$ cat src/sv/assert_macros.svh
// assertion macros shared by the deframer rtl
// depends on nothing; taken in by the top level only
`ifndef ASSERT_MACROS_SVH
`define ASSERT_MACROS_SVH

// same-cycle implication under reset
`define ASSERT_SAME(label, clk, rst_n, ante, cons) \
    label: assert property (@(posedge clk) disable iff (!rst_n) (ante) |-> (cons)) \
        else $error("assertion failed");

// next-cycle implication under reset
`define ASSERT_NEXT(label, clk, rst_n, ante, cons) \
    label: assert property (@(posedge clk) disable iff (!rst_n) (ante) |=> (cons)) \
        else $error("assertion failed");

`endif

$ cat src/sv/slxd_pkg.sv
// shared types and constants of the sync/length/xor deframer
// used by the front end, the record queue, the back end and the top level
package slxd_pkg;

    // sync pair
    localparam logic [7:0] SYNC_FIRST  = 8'hA5;
    localparam logic [7:0] SYNC_SECOND = 8'h5A;

    // result status codes
    localparam logic [1:0] ST_GOOD = 2'd0;
    localparam logic [1:0] ST_LEN  = 2'd1;
    localparam logic [1:0] ST_CSUM = 2'd2;

    // one frame record passed from front to back
    typedef struct packed {
        logic [1:0] status;
        logic [7:0] frame_type;
        logic [6:0] length;
        logic       bank;
    } job_t;

    // payload buffer write from the front end
    typedef struct packed {
        logic       en;
        logic       bank;
        logic [5:0] idx;
        logic [7:0] data;
    } wr_t;

    // buffer release from the back end
    typedef struct packed {
        logic en;
        logic bank;
    } rel_t;

endpackage

$ cat src/sv/slxd_front.sv
// front end: sync hunt, header parse, payload capture and checksum check
// depends on slxd_pkg; writes the payload buffers held in slxd_back
module slxd_front #(
    parameter int MAX_PAYLOAD = 32
) (
    input  logic           clk,
    input  logic           rst_n,
    input  logic           in_valid,
    output logic           in_ready,
    input  logic [7:0]     rx_byte,
    input  logic           q_full,
    input  slxd_pkg::rel_t rel,
    output logic           push_valid,
    output slxd_pkg::job_t push_job,
    output slxd_pkg::wr_t  wr
);

    localparam logic [2:0] S_HUNT = 3'd0;
    localparam logic [2:0] S_SYNC = 3'd1;
    localparam logic [2:0] S_TYPE = 3'd2;
    localparam logic [2:0] S_LEN  = 3'd3;
    localparam logic [2:0] S_BODY = 3'd4;

    logic [2:0] state_reg, state_next;
    logic [7:0] type_reg, type_next;
    logic [6:0] len_reg, len_next;
    logic [7:0] xor_reg, xor_next;
    logic [6:0] cnt_reg, cnt_next;
    logic       bank_reg, bank_next;
    logic [1:0] busy_reg, busy_next;
    logic       accept;

    // stall while the record queue is full or the buffer to be filled is still draining
    assign in_ready = !q_full && !busy_reg[bank_reg];
    assign accept   = in_valid && in_ready;

    // frame parser
    always_comb
    begin
        state_next = state_reg;
        type_next  = type_reg;
        len_next   = len_reg;
        xor_next   = xor_reg;
        cnt_next   = cnt_reg;
        bank_next  = bank_reg;
        busy_next  = busy_reg;
        push_valid = 1'b0;
        push_job   = '0;
        wr         = '0;

        if (rel.en)
        begin
            busy_next[rel.bank] = 1'b0;
        end

        if (accept)
        begin
            case (state_reg)
                S_HUNT:
                begin
                    if (rx_byte == slxd_pkg::SYNC_FIRST)
                    begin
                        state_next = S_SYNC;
                    end
                end
                S_SYNC:
                begin
                    if (rx_byte == slxd_pkg::SYNC_SECOND)
                    begin
                        state_next = S_TYPE;
                    end
                    else if (rx_byte != slxd_pkg::SYNC_FIRST)
                    begin
                        state_next = S_HUNT;
                    end
                end
                S_TYPE:
                begin
                    type_next  = rx_byte;
                    xor_next   = rx_byte;
                    state_next = S_LEN;
                end
                S_LEN:
                begin
                    if (rx_byte > 8'(MAX_PAYLOAD))
                    begin
                        push_valid        = 1'b1;
                        push_job.status   = slxd_pkg::ST_LEN;
                        type_next         = '0;
                        len_next          = '0;
                        xor_next          = '0;
                        state_next = (rx_byte == slxd_pkg::SYNC_FIRST) ? S_SYNC : S_HUNT;
                    end
                    else
                    begin
                        len_next   = rx_byte[6:0];
                        xor_next   = xor_reg ^ rx_byte;
                        cnt_next   = '0;
                        state_next = S_BODY;
                    end
                end
                S_BODY:
                begin
                    if (cnt_reg != len_reg)
                    begin
                        // payload byte
                        wr.en    = 1'b1;
                        wr.bank  = bank_reg;
                        wr.idx   = cnt_reg[5:0];
                        wr.data  = rx_byte;
                        xor_next = xor_reg ^ rx_byte;
                        cnt_next = cnt_reg + 7'd1;
                    end
                    else if (rx_byte != xor_reg)
                    begin
                        // checksum mismatch
                        push_valid      = 1'b1;
                        push_job.status = slxd_pkg::ST_CSUM;
                        type_next       = '0;
                        len_next        = '0;
                        xor_next        = '0;
                        cnt_next        = '0;
                        state_next = (rx_byte == slxd_pkg::SYNC_FIRST) ? S_SYNC : S_HUNT;
                    end
                    else
                    begin
                        // good frame, hand the buffer over
                        push_valid          = 1'b1;
                        push_job.status     = slxd_pkg::ST_GOOD;
                        push_job.frame_type = type_reg;
                        push_job.length     = len_reg;
                        push_job.bank       = bank_reg;
                        busy_next[bank_reg] = 1'b1;
                        bank_next           = !bank_reg;
                        type_next           = '0;
                        len_next            = '0;
                        xor_next            = '0;
                        cnt_next            = '0;
                        state_next          = S_HUNT;
                    end
                end
                default:
                begin
                    state_next = S_HUNT;
                end
            endcase
        end
    end

    // state registers
    always_ff @(posedge clk or negedge rst_n)
    begin
        if (!rst_n)
        begin
            state_reg <= S_HUNT;
            type_reg  <= '0;
            len_reg   <= '0;
            xor_reg   <= '0;
            cnt_reg   <= '0;
            bank_reg  <= 1'b0;
            busy_reg  <= '0;
        end
        else
        begin
            state_reg <= state_next;
            type_reg  <= type_next;
            len_reg   <= len_next;
            xor_reg   <= xor_next;
            cnt_reg   <= cnt_next;
            bank_reg  <= bank_next;
            busy_reg  <= busy_next;
        end
    end

endmodule

$ cat src/sv/slxd_fifo.sv
// four-entry queue of frame records between front and back
// depends on slxd_pkg for the record type
module slxd_fifo (
    input  logic           clk,
    input  logic           rst_n,
    input  logic           push,
    input  slxd_pkg::job_t push_job,
    output logic           full,
    input  logic           pop,
    output logic           not_empty,
    output slxd_pkg::job_t head
);

    slxd_pkg::job_t ent_reg [4];
    logic [1:0] wp_reg, wp_next;
    logic [1:0] rp_reg, rp_next;
    logic [2:0] cnt_reg, cnt_next;
    logic       do_push, do_pop;

    assign full      = (cnt_reg == 3'd4);
    assign not_empty = (cnt_reg != 3'd0);
    assign head      = ent_reg[rp_reg];
    assign do_push   = push && !full;
    assign do_pop    = pop && not_empty;

    // pointer and fill count update
    always_comb
    begin
        wp_next  = do_push ? wp_reg + 2'd1 : wp_reg;
        rp_next  = do_pop ? rp_reg + 2'd1 : rp_reg;
        cnt_next = cnt_reg + {2'd0, do_push} - {2'd0, do_pop};
    end

    always_ff @(posedge clk or negedge rst_n)
    begin
        if (!rst_n)
        begin
            wp_reg  <= '0;
            rp_reg  <= '0;
            cnt_reg <= '0;
        end
        else
        begin
            wp_reg  <= wp_next;
            rp_reg  <= rp_next;
            cnt_reg <= cnt_next;
        end
    end

    // record storage
    always_ff @(posedge clk)
    begin
        if (do_push)
        begin
            ent_reg[wp_reg] <= push_job;
        end
    end

endmodule

$ cat src/sv/slxd_back.sv
// back end: double payload buffer and result sequencer
// depends on slxd_pkg; takes records from slxd_fifo and buffer writes from slxd_front
module slxd_back #(
    parameter int MAX_PAYLOAD = 32
) (
    input  logic           clk,
    input  logic           rst_n,
    input  slxd_pkg::wr_t  wr,
    input  logic           q_valid,
    input  slxd_pkg::job_t q_job,
    output logic           q_pop,
    output slxd_pkg::rel_t rel,
    output logic           out_valid,
    input  logic           out_ready,
    output logic [1:0]     status,
    output logic [7:0]     frame_type,
    output logic [6:0]     body_length,
    output logic [5:0]     byte_index,
    output logic [7:0]     payload_byte,
    output logic           byte_valid,
    output logic           last
);

    localparam int IDX_W     = (MAX_PAYLOAD > 1) ? $clog2(MAX_PAYLOAD) : 1;
    localparam int MEM_DEPTH = 2 << IDX_W;

    logic [7:0] mem [MEM_DEPTH];
    logic [7:0] rd_data_reg;

    logic           active_reg, active_next;
    slxd_pkg::job_t job_reg, job_next;
    logic [5:0]     idx_reg, idx_next;
    logic [6:0]     len_m1;
    logic           fire, finish, load;
    logic [IDX_W:0] rd_addr;

    // result fields
    assign len_m1         = job_reg.length - 7'd1;
    assign out_valid      = active_reg;
    assign status         = job_reg.status;
    assign frame_type     = job_reg.frame_type;
    assign body_length    = job_reg.length;
    assign byte_index     = idx_reg;
    assign byte_valid     = (job_reg.status == slxd_pkg::ST_GOOD) && (job_reg.length != 7'd0);
    assign payload_byte   = byte_valid ? rd_data_reg : 8'd0;
    assign last           = !byte_valid || (idx_reg == len_m1[5:0]);

    // sequencing
    assign fire   = active_reg && out_ready;
    assign finish = fire && last;
    assign load   = (!active_reg || finish) && q_valid;
    assign q_pop  = load;

    assign rel.en   = finish && (job_reg.status == slxd_pkg::ST_GOOD);
    assign rel.bank = job_reg.bank;

    always_comb
    begin
        active_next = active_reg;
        job_next    = job_reg;
        idx_next    = idx_reg;
        if (load)
        begin
            active_next = 1'b1;
            job_next    = q_job;
            idx_next    = '0;
        end
        else if (finish)
        begin
            active_next = 1'b0;
        end
        else if (fire)
        begin
            idx_next = idx_reg + 6'd1;
        end
    end

    // read ahead the byte that will be shown next cycle
    assign rd_addr = {job_next.bank, idx_next[IDX_W-1:0]};

    always_ff @(posedge clk or negedge rst_n)
    begin
        if (!rst_n)
        begin
            active_reg <= 1'b0;
            job_reg    <= '0;
            idx_reg    <= '0;
        end
        else
        begin
            active_reg <= active_next;
            job_reg    <= job_next;
            idx_reg    <= idx_next;
        end
    end

    // payload buffers, two banks
    always_ff @(posedge clk)
    begin
        if (wr.en)
        begin
            mem[{wr.bank, wr.idx[IDX_W-1:0]}] <= wr.data;
        end
        rd_data_reg <= mem[rd_addr];
    end

endmodule

$ cat src/sv/sync_length_xor_frame_deframer.sv
// Frame deframer: hunts for the sync pair A5 5A, then takes type, length, payload and an
// XOR checksum byte. One received byte is accepted per cycle; results leave at one per
// cycle while out_ready is high. A good frame gives one result per payload byte (one
// result with byte_valid low for an empty payload), a rejected frame one error result.
// Input stalls only while four records wait in the record queue, or while both payload
// buffers hold good frames whose results are not yet all taken.
`include "assert_macros.svh"

module sync_length_xor_frame_deframer #(
    parameter int MAX_PAYLOAD = 32
) (
    input  logic       clk,
    input  logic       rst_n,
    input  logic       in_valid,
    output logic       in_ready,
    input  logic [7:0] rx_byte,
    output logic       out_valid,
    input  logic       out_ready,
    output logic [1:0] status,
    output logic [7:0] frame_type,
    output logic [6:0] body_length,
    output logic [5:0] byte_index,
    output logic [7:0] payload_byte,
    output logic       byte_valid,
    output logic       last
);

    logic           push_valid;
    slxd_pkg::job_t push_job;
    slxd_pkg::wr_t  wr;
    slxd_pkg::rel_t rel;
    logic           q_full;
    logic           q_valid;
    logic           q_pop;
    slxd_pkg::job_t q_job;

    // parser
    slxd_front #(
        .MAX_PAYLOAD (MAX_PAYLOAD)
    ) u_front (
        .clk        (clk),
        .rst_n      (rst_n),
        .in_valid   (in_valid),
        .in_ready   (in_ready),
        .rx_byte    (rx_byte),
        .q_full     (q_full),
        .rel        (rel),
        .push_valid (push_valid),
        .push_job   (push_job),
        .wr         (wr)
    );

    // record queue
    slxd_fifo u_fifo (
        .clk       (clk),
        .rst_n     (rst_n),
        .push      (push_valid),
        .push_job  (push_job),
        .full      (q_full),
        .pop       (q_pop),
        .not_empty (q_valid),
        .head      (q_job)
    );

    // result sequencer
    slxd_back #(
        .MAX_PAYLOAD (MAX_PAYLOAD)
    ) u_back (
        .clk            (clk),
        .rst_n          (rst_n),
        .wr             (wr),
        .q_valid        (q_valid),
        .q_job          (q_job),
        .q_pop          (q_pop),
        .rel            (rel),
        .out_valid      (out_valid),
        .out_ready      (out_ready),
        .status         (status),
        .frame_type     (frame_type),
        .body_length    (body_length),
        .byte_index     (byte_index),
        .payload_byte   (payload_byte),
        .byte_valid     (byte_valid),
        .last           (last)
    );

    // checks
    `ASSERT_SAME(a_err_single, clk, rst_n, out_valid && (status != slxd_pkg::ST_GOOD), last && !byte_valid)
    `ASSERT_SAME(a_run_good, clk, rst_n, out_valid && !last, (status == slxd_pkg::ST_GOOD) && byte_valid)
    `ASSERT_NEXT(a_run_cont, clk, rst_n, out_valid && out_ready && !last, out_valid && (byte_index == 6'($past(byte_index) + 6'd1)))
    `ASSERT_SAME(a_no_push_full, clk, rst_n, push_valid, !q_full)

endmodule

$ cat config.mk
export PLATFORM = sky130hd
export DESIGN_NAME = sync_length_xor_frame_deframer
export DESIGN_NICKNAME = d
export VERILOG_FILES = /design/src/sv/slxd_pkg.sv /design/src/sv/slxd_front.sv /design/src/sv/slxd_fifo.sv /design/src/sv/slxd_back.sv /design/src/sv/sync_length_xor_frame_deframer.sv
export VERILOG_INCLUDE_DIRS = /design/src /design/src/sv
export SDC_FILE = /design/constraint.sdc
export NUM_CORES = 1
export LEC_CHECK = 0
export BUFFER_PORTS_ARGS = -buffer_cell sky130_fd_sc_hd__clkbuf_2
export CORE_MARGIN = 2
export CORE_UTILIZATION = 50
export DETAILED_ROUTE_END_ITERATION = 10
export GPL_ROUTABILITY_DRIVEN = 0
export PLACE_DENSITY = 0.74
export RECOVER_POWER = 100
export SYNTH_ARGS = -nofsm -noshare
export SYNTH_HDL_FRONTEND = slang
export SYNTH_SLANG_ARGS = --single-unit
export TNS_END_PERCENT = 10
$ cat constraint.sdc
create_clock -name clk -period 4.9 [get_ports clk]
set_clock_uncertainty 0.1 [all_clocks]
set_input_delay 0.98 -clock clk [delete_from_list [all_inputs] [get_ports clk]]
set_output_delay 0.98 -clock clk [all_outputs]
set_load 0.03 [all_outputs]
==> summary.md <==
| Metric | Value |
|---|---|
| Slew @ Worst Pin | roughly 3.8 ns |
| Cell area after synthesis | around 27000 sq um |
| Via count | about 18000 |
| Height of the die | roughly 240 um |
| Wirelength per Cell | 24.1 um |
| Antenna Nets Post-Route | 0 |
| Drt first pass iters | 6 |
| GR Overflow Total | 0 |
| H-tree depth | 3 |
| First-pass GRT wire length | 104000 um |
| WP buf/inv | 2 |
| Top delay family on crit path | simple AND/OR/NAND/NOR gates |
| Crit path cell chain | mux2_2 -> a31oi_1 -> nand2_1 -> nor3_1 -> clkbuf_1 -> and2_1 -> clkbuf_2 |
| Min-delay worst type | reg -> reg |
| NumNets Final | roughly 2100 |
| Port buffer count | 46 |
| Final core utilization | 56.7% |
| Worst setup SP type | register |
| CP arrival | ~4.9 ns |
| Top_reg_cell synth | edfxtp_1 |
| #FFs+latches synth | between 600 and 700 |
| CP max stage delay | 1.68 ns |
| CTS buffer count | 66 |
| Max-slew violations | slightly above 300 |
| Core ar. | 53700 sq um |
| Yosys warning count | 0 |
| Leak | between 10 and 15 nW |
| Async SR Flop Fraction | around a tenth |
| Commonest non-fill, non-tap cell in the layout | edfxtp_1 |
| DRC Markers | 0 |
| Final Instance Area | 30400 sq um |
| Setup Fix Bufs, Post-CTS | 0 |
| WP data required | approximately 5.2 ns |
| Die area | around 56000 sq um |
| Dpl hpwl | approximately 43000 um |
| Sequential-to-total area share from yosys stat | a little under three quarters |
| Final TNS setup | 0 ns |
| VDD IR max | between 0.3 and 0.4 mV |
| CTS tree | yes |
| Endpoint class of the critical path | register |
| Initial antenna violation count | 0 |
| Final period utilization | between 90% and 100% |
| F_max | approximately 0.22 GHz |
| PwrDens | 562 nW/um^2 |
| Clk_lat worst skew | 0.60 ns |
| Clock-pin slew on the worst setup and hold paths | 0.06 ns |
| Clock buffer depth | 3 |
| Post-synth EDFFs | 584 |
| Post-Route WL | between 60000 and 70000 um |
| Width of the die | ~240 um |
| Hold Fails Final Rpt | 0 |
| Layout area overhead | 12.1% |
| Share of layout cells above drive strength 1 | under 10% |
| 1st-iter DRT viols | roughly 2700 |
| Worst Setup Path Type | reg -> reg |
| Commonest non-fill, non-tap cells in the layout | edfxtp_1 (584), nand2_1 (382), nand3_1 (147) |
| Clk sinks | 660 |
| Slew headroom | -155% |
| Synthesized net count | 2032 |
| Tot GR Track Use | between 20% and 30% |
| Num rows | 85 |
| Post-synthesis cell count | 2009 |
| Slowest CP cell | and2_1 |
| Largest net degree at the start of global routing | roughly 70 |
| Vias/cell | ~6.2 |
| # hold bufs at CTS | 0 |
| Synth cell types | 76 |
| Initial Util | between 50% and 60% |
| RSZ-0062 raised after global routing | false |
| Largest register FFs | 512 |
| Fill cell count | approximately 4000 |
| CTS Root Cell | clkbuf_16 |
| Syn Area/Cell | about 14 sq um |
| Final setup violation count | 0 |
| Placed instance area | approximately 29000 sq um |
| Post-CTS Resized | 0 |
| Final min period | ~4.6 ns |
| Ports | 47 |
| Outcome | finished, violations left |
| Number of global-route vias before repair | about 17000 |
| Antenna cells | 0 |
| # Max-Cap Violations | 7 |
| Failing checks | max-capacitance violations, max-slew violations |
| Crit path max fanout | between 40 and 50 |
-- metal layers --
layer	vias to the layer above	track usage (%)	part of all wire, %
li1	7720	-	-
met1	8657	34.1	39
met2	1090	37.5	46
met3	194	5.67	11
met4	0	9.23	3.8
met5	-	0	0
-- stage by stage --
step	hold slack, ns	total power [mW]	cells	worst slack [ns]
floorplan	0.342	10.4	2009	0.391
global placement	0.361	12.0	2720	0.664
detailed placement	0.370	12.1	2720	0.462
CTS	0.384	17.1	2842	0.480
global route	0.406	17.8	2842	0.0798
finish	0.385	17.1	2842	0.341
-- logic make-up after synthesis --
group	count (synthesis)	synth area share, %
adders and majority gates	11	0.535
muxes	91	4.26
DFF	660	71.5
and+or+nand+nor	766	12.7
buffers and inverters	141	2.12
AOI/OAI and AO/OA	311	7.96
xor gates and xnor gates	29	0.936
-- tightest hold or removal path: stages (launching register included) --
cell     delay, ns
dfrtp_1       0.34
nand2_1       0.05
o21ai_0       0.06
-- cell type report --
type                    instances  area (sq um)  area share, %
clock buffers                  82          1780           5.86
clock inverters                40           374           1.23
inverters                      24          90.1          0.296
multi-input cells            1208          7190           23.6
flip-flops and latches        660         19400           63.7
well taps                     696           871           2.86
repair buffers                132           733           2.41
-- report_power, final --
part	switching [mW]	leakage, nW	total (mW)	internal (mW)
registers	0.243	6.30	6.79	6.55
logic	3.58	3.34	5.29	1.70
clock network	2.10	1.06	5.02	2.92
-- cell usage after synthesis (13+ instances only) --
library cell  count  share of area, %
a211oi_1         13              0.36
a21oi_1          78               1.4
a221oi_1         18              0.58
a31oi_1          24              0.55
a32oi_1          18              0.58
and2_1           29              0.67
buf_2            28              0.52
clkbuf_1         75               1.0
dfrtp_1          68               6.3
edfxtp_1        584                65
inv_1            20              0.28
mux2_2           16              0.66
mux2i_1          57               2.1
mux4_2           18               1.5
nand2_1         382               5.3
nand3_1         147               2.7
nand4_1          26              0.60
nor2_1          102               1.4
nor3_1           14              0.26
o211ai_1         23              0.64
o21ai_0          55               1.0
xor2_1           17              0.55
-- path summary, 6_finish.rpt --
check | start | cells after the start | slack, ns | endpoint
setup / recovery | u_front.bank_reg | 7 | 0.34 | u_back.mem[7][5]
min in group asynchronous | rst_n | 1 | 1.59 | u_back.frame_type[2]
setup reg to reg | u_front.bank_reg | 7 | 0.34 | u_back.mem[7][5]
max in group asynchronous | rst_n | 1 | 0.92 | u_back.out_valid
hold reg to reg | u_front.type_reg[3] | 2 | 0.39 | u_front.type_reg[3]
hold / removal | u_front.type_reg[3] | 2 | 0.39 | u_front.type_reg[3]
(Power assumes the default switching activity.)
